File: src/sv/fvn_pkg.sv
// Shared types, constants and table functions for the fractal value noise block.
package fvn_pkg;

  localparam int MAX_OCTAVES_DEF       = 8;
  localparam int COORD_FRAC_BITS_DEF   = 16;
  localparam int WEIGHT_TABLE_BITS_DEF = 8;

  localparam int QUEUE_DEPTH = 4;
  localparam int COORD_W     = 32;
  localparam int OCT_W       = 5;
  localparam int SEED_W      = 4;
  localparam int CFG_IDX_W   = 2;
  localparam int CFG_DATA_W  = 17;
  localparam int WEIGHT_W    = 17;
  localparam int AMP_W       = 17;
  localparam int LAT_W       = 32;
  localparam int SMOOTH_W    = 36;
  localparam int PROD_W      = 54;
  localparam int ACC_W       = 58;
  localparam int OUT_W       = 25;
  localparam int NUM_POINTS  = 16;
  localparam int NUM_CORNERS = 4;

  localparam logic [AMP_W-1:0] AMP_ONE     = 17'd65536;
  localparam logic [31:0]      HASH_MASK   = 32'h7fffffff;
  localparam logic [31:0]      HASH_MUL_Y  = 32'd57;
  localparam int               HASH_SHIFT  = 13;
  localparam logic [31:0]      LAT_ONE     = 32'd1073741824;
  localparam logic [ACC_W-1:0] ROUND_HALF  = ACC_W'(64'd536870912);
  localparam int               OUT_SHIFT   = 30;
  localparam logic signed [ACC_W-31:0] OUT_MAX = 28'sd8388608;

  localparam logic [63:0] HALF_PI_Q30 = 64'd1686629713;
  localparam logic [63:0] SERIES_DIV [8] = '{64'd6, 64'd20, 64'd42, 64'd72,
                                             64'd110, 64'd156, 64'd210, 64'd272};

  typedef enum logic [CFG_IDX_W-1:0] {
    REG_NUM_OCTAVES = 2'd0,
    REG_SEED        = 2'd1,
    REG_PERSISTENCE = 2'd2
  } cfg_reg_e;

  typedef struct packed {
    logic [COORD_W-1:0] cx;
    logic [COORD_W-1:0] cy;
  } coord_t;

  typedef struct packed {
    logic [OCT_W-1:0]  oct;
    logic [SEED_W-1:0] seed;
    logic [AMP_W-1:0]  pers;
  } cfg_t;

  typedef struct packed {
    logic [31:0] c0;
    logic [31:0] c1;
    logic [31:0] c2;
  } coef_t;

  typedef struct packed {
    logic                valid;
    logic                first;
    logic                last;
    logic                zero;
    logic [WEIGHT_W-1:0] wx;
    logic [WEIGHT_W-1:0] wy;
    logic [AMP_W-1:0]    amp;
  } beat_t;

  function automatic coef_t hash_coef(input logic [3:0] set);
    coef_t c;
    case (set)
      4'd0:    c = '{32'd995615039, 32'd600173719, 32'd701464987};
      4'd1:    c = '{32'd831731269, 32'd162318869, 32'd136250887};
      4'd2:    c = '{32'd174329291, 32'd946737083, 32'd245679977};
      4'd3:    c = '{32'd362489573, 32'd795918041, 32'd350777237};
      4'd4:    c = '{32'd457025711, 32'd880830799, 32'd909678923};
      4'd5:    c = '{32'd787070341, 32'd177340217, 32'd593320781};
      4'd6:    c = '{32'd405493717, 32'd291031019, 32'd391950901};
      4'd7:    c = '{32'd458904767, 32'd676625681, 32'd424452397};
      4'd8:    c = '{32'd531736441, 32'd939683957, 32'd810651871};
      4'd9:    c = '{32'd997169939, 32'd842027887, 32'd423882827};
      default: c = '0;
    endcase
    return c;
  endfunction

  function automatic logic [3:0] mod10(input logic [5:0] v);
    logic [5:0] r;
    r = v;
    if (r >= 6'd30) r = r - 6'd30;
    else if (r >= 6'd20) r = r - 6'd20;
    else if (r >= 6'd10) r = r - 6'd10;
    return r[3:0];
  endfunction

  function automatic logic [WEIGHT_W-1:0] wrom_entry(input int k, input int wbits);
    logic [63:0]        phi;
    logic [63:0]        phi2;
    logic [63:0]        term;
    logic [63:0]        f;
    logic signed [63:0] s;
    phi  = (HALF_PI_Q30 * 64'(k)) >> wbits;
    phi2 = (phi * phi) >> 30;
    term = phi;
    s    = signed'(phi);
    for (int n = 1; n <= 8; n++) begin
      term = (term * phi2) >> 30;
      term = term / SERIES_DIV[n-1];
      if (n % 2 == 1) s = s - signed'(term);
      else s = s + signed'(term);
    end
    if (s < 0) s = 0;
    if (s > 64'sd1073741824) s = 64'sd1073741824;
    f = (unsigned'(s) * unsigned'(s)) >> 30;
    return WEIGHT_W'((f + 64'd8192) >> 14);
  endfunction

endpackage

File: src/sv/fvn_front.sv
// Front end: accepts coordinate beats into a short queue ahead of the octave engine.
module fvn_front import fvn_pkg::*; (
  input  logic               clk,
  input  logic               rst,
  input  logic               start,
  input  logic [COORD_W-1:0] coord_x,
  input  logic [COORD_W-1:0] coord_y,
  output logic               busy,
  output logic               head_valid,
  output coord_t             head,
  input  logic               pop
);

  localparam int QAW = (QUEUE_DEPTH > 1) ? $clog2(QUEUE_DEPTH) : 1;

  coord_t           q [QUEUE_DEPTH];
  logic [QAW-1:0]   wr_ptr;
  logic [QAW-1:0]   rd_ptr;
  logic [QAW:0]     count;
  logic [QAW:0]     count_next;
  logic             push;
  logic             do_pop;

  assign busy       = (count == (QAW+1)'(QUEUE_DEPTH));
  assign push       = start && !busy;
  assign head_valid = (count != '0);
  assign do_pop     = pop && head_valid;
  assign head       = q[rd_ptr];

  always_comb begin
    count_next = count;
    if (push && !do_pop) count_next = count + 1'b1;
    else if (!push && do_pop) count_next = count - 1'b1;
  end

  always_ff @(posedge clk) begin
    if (push) begin
      q[wr_ptr] <= '{cx: coord_x, cy: coord_y};
    end
  end

  always_ff @(posedge clk) begin
    if (rst) begin
      wr_ptr <= '0;
      rd_ptr <= '0;
      count  <= '0;
    end else begin
      count <= count_next;
      if (push) wr_ptr <= (wr_ptr == QAW'(QUEUE_DEPTH-1)) ? '0 : wr_ptr + 1'b1;
      if (do_pop) rd_ptr <= (rd_ptr == QAW'(QUEUE_DEPTH-1)) ? '0 : rd_ptr + 1'b1;
    end
  end

  a_count_bound: assert property (@(posedge clk) disable iff (rst)
    count <= (QAW+1)'(QUEUE_DEPTH)) else $error("queue count overflow");
  a_push_count: assert property (@(posedge clk) disable iff (rst)
    push && !do_pop |=> count == $past(count) + 1'b1) else $error("push lost");
  a_pop_count: assert property (@(posedge clk) disable iff (rst)
    do_pop && !push |=> count == $past(count) - 1'b1) else $error("pop lost");

endmodule

File: config.mk
export PLATFORM = sky130hd
export DESIGN_NAME = fvn_front
export DESIGN_NICKNAME = d
export VERILOG_FILES = /design/src/sv/fvn_pkg.sv /design/src/sv/fvn_front.sv
export SDC_FILE = /design/constraint.sdc
export NUM_CORES = 1
export LEC_CHECK = 0
export BUFFER_PORTS_ARGS = -buffer_cell sky130_fd_sc_hd__buf_2
export CAP_MARGIN = 20
export CORE_MARGIN = 2
export CORE_UTILIZATION = 55
export DETAILED_ROUTE_END_ITERATION = 8
export PLACE_DENSITY = 0.8
export SLEW_MARGIN = 25
export SYNTH_ARGS = -nofsm -noshare
export SYNTH_HDL_FRONTEND = slang
export SYNTH_SLANG_ARGS = --single-unit
File: constraint.sdc
create_clock -name clk -period 6.6 [get_ports clk]
set_input_delay 1.32 -clock clk [delete_from_list [all_inputs] [get_ports clk]]
set_output_delay 1.32 -clock clk [all_outputs]
set_load 0.1 [all_outputs]
### Word-level counts from Yosys, hierarchy flattened

Memory sizes are Yosys's and may differ from the RTL's. A register that Yosys moved wholly into a read port is not among the register bits.
Index checks and enable logic that the tools add are counted.

| operators by class | value |
|---|---|
| equality and inequality tests | 3 |
| mux-type cells | 8 |
| add/subtract/negate cells | 4 |
| reductions and logical operators | 9 |

Operators with widths:

| kind | count |
|---|---|
| $mux W2 | 4 |
| $mux W3 | 2 |
| $add A2 B1 Y2 const B | 2 |
| $eq A2 B2 Y1 const B | 2 |
| $logic_and A1 B1 Y1 | 4 |
| $add A3 B1 Y3 const B | 1 |
| $eq A3 B3 Y1 const B | 1 |
| $logic_not A1 Y1 | 3 |
| $reduce_bool A3 Y1 | 1 |
| $sub A3 B1 Y3 const B | 1 |
| $mux W1 | 2 |
| $reduce_bool A2 Y1 | 1 |

| storage, ports and cells | value |
|---|---|
| output and inout bits | 66 |
| bits in writable memories | 256 |
| memories | 1 |
| logic and storage cells | 28 |
| bits of input ports | 68 |
| register bits after elaboration | 7 |

Memory list:

| memory | depth | width | rd ports | clocked after memory_dff | wr ports | RTL line | source |
|---|---|---|---|---|---|---|---|
| q | 4 | 64 | 1 | 1 | 1 | fvn_front.sv:16 | `coord_t q [QUEUE_DEPTH];` |

### Logic depth before layout (Yosys ltp)

| depth | value |
|---|---|
| depth in word-level cells | 7 |
| gate-level depth with buffers | 10 |

### Worst setup path after synthesis

OpenSTA, ideal clock, no wires.

| timing path | value |
|---|---|
| path type | input to register |
| start | in start |
| end | mem q[2][0] (netlist name) (enable) |
| library setup time | 0.429 ns |
| setup slack | 3.296 ns |
| cell stages on the path | 1 |
| data arrival time | 2.875 ns |
| required time | 6.171 ns |
| cells stage by stage | and3_1 |

| between the ends | value |
|---|---|
| cells in the longest elaborated chain, start to end | 3 |

RTL lines:

| what | RTL line | source |
|---|---|---|
| start: declaration | fvn_front.sv:5 | `input logic start,` |
| $logic_and A1 B1 Y1 | fvn_front.sv:25 | `assign push = start && !busy;` |
| $mux W1 | fvn_front.sv:37 | `if (push) begin` |
| $mux W1 (not written as such) | fvn_front.sv:38 | `q[wr_ptr] <= '{cx: coord_x, cy: coord_y};` |
| end: declaration | fvn_front.sv:16 |  |

Every way passes these cells.

==> flow_metrics.tcl <==
set metrics [dict create \
    slew_violations 0 \
    clock_skew_ns 0.0131 \
    drc_errors 0 \
    worstPathMaxFanout 34 \
    worst_pin_slew_ns 0.994 \
    fin_area_um2 11500 \
    boundaryPins 134 \
    ys_warn_count 0 \
    grt_pass1_vias 4845 \
    synth_edf_count 256 \
    holdWs_ns 0.506 \
    rsz0062_at_grt "false" \
    crit_type "register to primary output" \
    cp-start-kind "register" \
    syn_nets 459 \
    antenna_found_initial 1 \
    core_um2 17300 \
    initial_core_util 0.563 \
    layout_min_cycle_time_ns 4.24 \
    fin_nets 607 \
    insertion_delay_ns 0.51 \
    via_count 4376 \
    area_growth_pct 17.8 \
    cts_tree "done" \
    status "finished, final reports clean" \
    async_flop_share 0 \
    grt_max_degree 65 \
    cts_buffers 26 \
    gp_congestion 0.728 \
    layout_common_cells "edfxtp_1 (256), buf_2 (133), mux4_2 (64)" \
    cts.repair.resized 0 \
    dr.pass1.iters 4 \
    synth_ff_type "edfxtp_1" \
    clk_path_buf_depth 3 \
    cts_hold_buf 0 \
    viasPerCell 5.64 \
    p_leak_uw 0.00387 \
    crit_required_ns 5.28 \
    max-cap-violations 0 \
    root_buffer "clkbuf_16" \
    numClockSinks 265 \
    placed_cell_area_um2 10600 \
    post_cts_buffers 0 \
    h-tree-depth 1 \
    post-route-period-util 0.642 \
    hp-class "register to register" \
    die_x_um 137 \
    drt_wl_total_mm 16.5 \
    postLayoutSetupSlackWorst_ns 2.36 \
    yosysUniqueCellTypes 26 \
    synth-seq-cells 265 \
    cp-end-kind "primary output" \
    timing.fmax_ghz 0.236 \
    tns_ns 0 \
    final_common_cell "edfxtp_1" \
    drt_iter0_drc 297 \
    grt_first_pass_wirelength_mm 25.6 \
    numPortBuffers 133 \
    die_h_um 137 \
    fin_util 0.663 \
    power_density_nw_per_um2 482 \
    rows 48 \
    setup_violations 0 \
    dpl.hpwl_mm 9.49 \
    detail-route-antenna-nets 0 \
    hold_violations 0 \
    grt.total_usage 0.182 \
    drive_gt1_frac 0.445 \
    ys_seq_area_frac 0.808 \
    max-vdd-ir-drop_v 0.000364 \
    arrival_ns 2.92 \
    syn_inst 384 \
    synth_area_um2 9740 \
    clkTransAtPathRegs_ns 0.06 \
    wl_per_cell_um 21.3 \
    grt-ovfl-total 0 \
    die_area_um2 18800 \
    pre_cts_slack_ns 2.77 \
    slew_headroom 0.338 \
    avgSynthCellArea_um2 25.4 \
]
==> power breakdown <==
group,total (uW),internal (uW),switching [uW]
Combinational,1970,410,1560
Clock,1410,852,557
Sequential,2160,2040,116
Total,5530,3300,2230
==> stage by stage <==
step                      total power [uW]  std cells
final                                 5530        776
after global routing                  5720        776
after CTS                             5590        773
after detailed placement              4170        727
after global placement                4140        727
after floorplan                       3890        384
==> routing by layer <==
metal	track usage	part of all wire	up-vias
met5	0	0	-
met4	0.0561	0.020	0
met3	0.0378	0.057	28
met2	0.318	0.53	134
met1	0.232	0.39	2276
li1	-	-	1938
==> worst max-delay path, cell delays in order (launching register included) <==
cell     delay [ns]
dfxtp_4        0.81
buf_4          0.65
mux4_2         0.61
buf_2          0.31
==> worst paths after layout <==
kind | to | cells after the start | slack (ns) | startpoint
max | head[11] | 3 | 2.36 | register
min | register | 2 | 0.51 | rd_ptr[0]$_SDFFE_PP0P_
max reg2reg | count[2]$_SDFFE_PP0P_ | 9 | 4.20 | count[1]$_SDFFE_PP0P_
min reg2reg | register | 2 | 0.51 | rd_ptr[0]$_SDFFE_PP0P_
==> synthesized netlist by cell type, types with 2 or more instances <==
| cell | number | area share |
|---|---|---|
| edfxtp_1 | 256 | 0.79 |
| mux4_2 | 64 | 0.15 |
| dfxtp_1 | 9 | 0.018 |
| buf_6 | 7 | 0.0081 |
| buf_2 | 6 | 0.0031 |
| ha_1 | 6 | 0.0077 |
| and3_1 | 4 | 0.0026 |
| a21oi_1 | 3 | 0.0015 |
| inv_1 | 3 | 0.0012 |
| nor2_1 | 3 | 0.0012 |
| or3_1 | 3 | 0.0019 |
| clkbuf_1 | 2 | 0.00077 |
| mux2i_1 | 2 | 0.0021 |
| nand3_1 | 2 | 0.0010 |
| o31ai_2 | 2 | 0.0026 |
| xor2_1 | 2 | 0.0018 |
==> area by class of cell <==
type,instances,area (um^2)
flip-flops and latches,265,7880
fillers,1142,5820
multi-input cells,98,1730
repair buffers,136,713
clock buffers,29,683
well taps,225,282
clock inverters,17,148
inverters,5,37.5
diodes,1,2.50
==> state kept, by name, summed over array words and instances, names as in the netlist, named ones only <==
name    flops
q         256
wr_ptr      2
count       3
rd_ptr      2
==> logic make-up (layout without fill, tap and decap cells) <==
family | after synthesis | in the layout | synth area share
muxes | 66 | 66 | 0.150
and+or+nand+nor | 16 | 16 | 0.00912
xor gates and xnor gates | 2 | 2 | 0.00180
AOI/OAI and AO/OA | 7 | 7 | 0.00514
adders and majority gates | 7 | 7 | 0.00976
buffers and inverters | 21 | 187 | 0.0166
DFF | 265 | 265 | 0.808
other | 0 | 1 | 0
No activity file was read; power rests on OpenSTA's default activity.
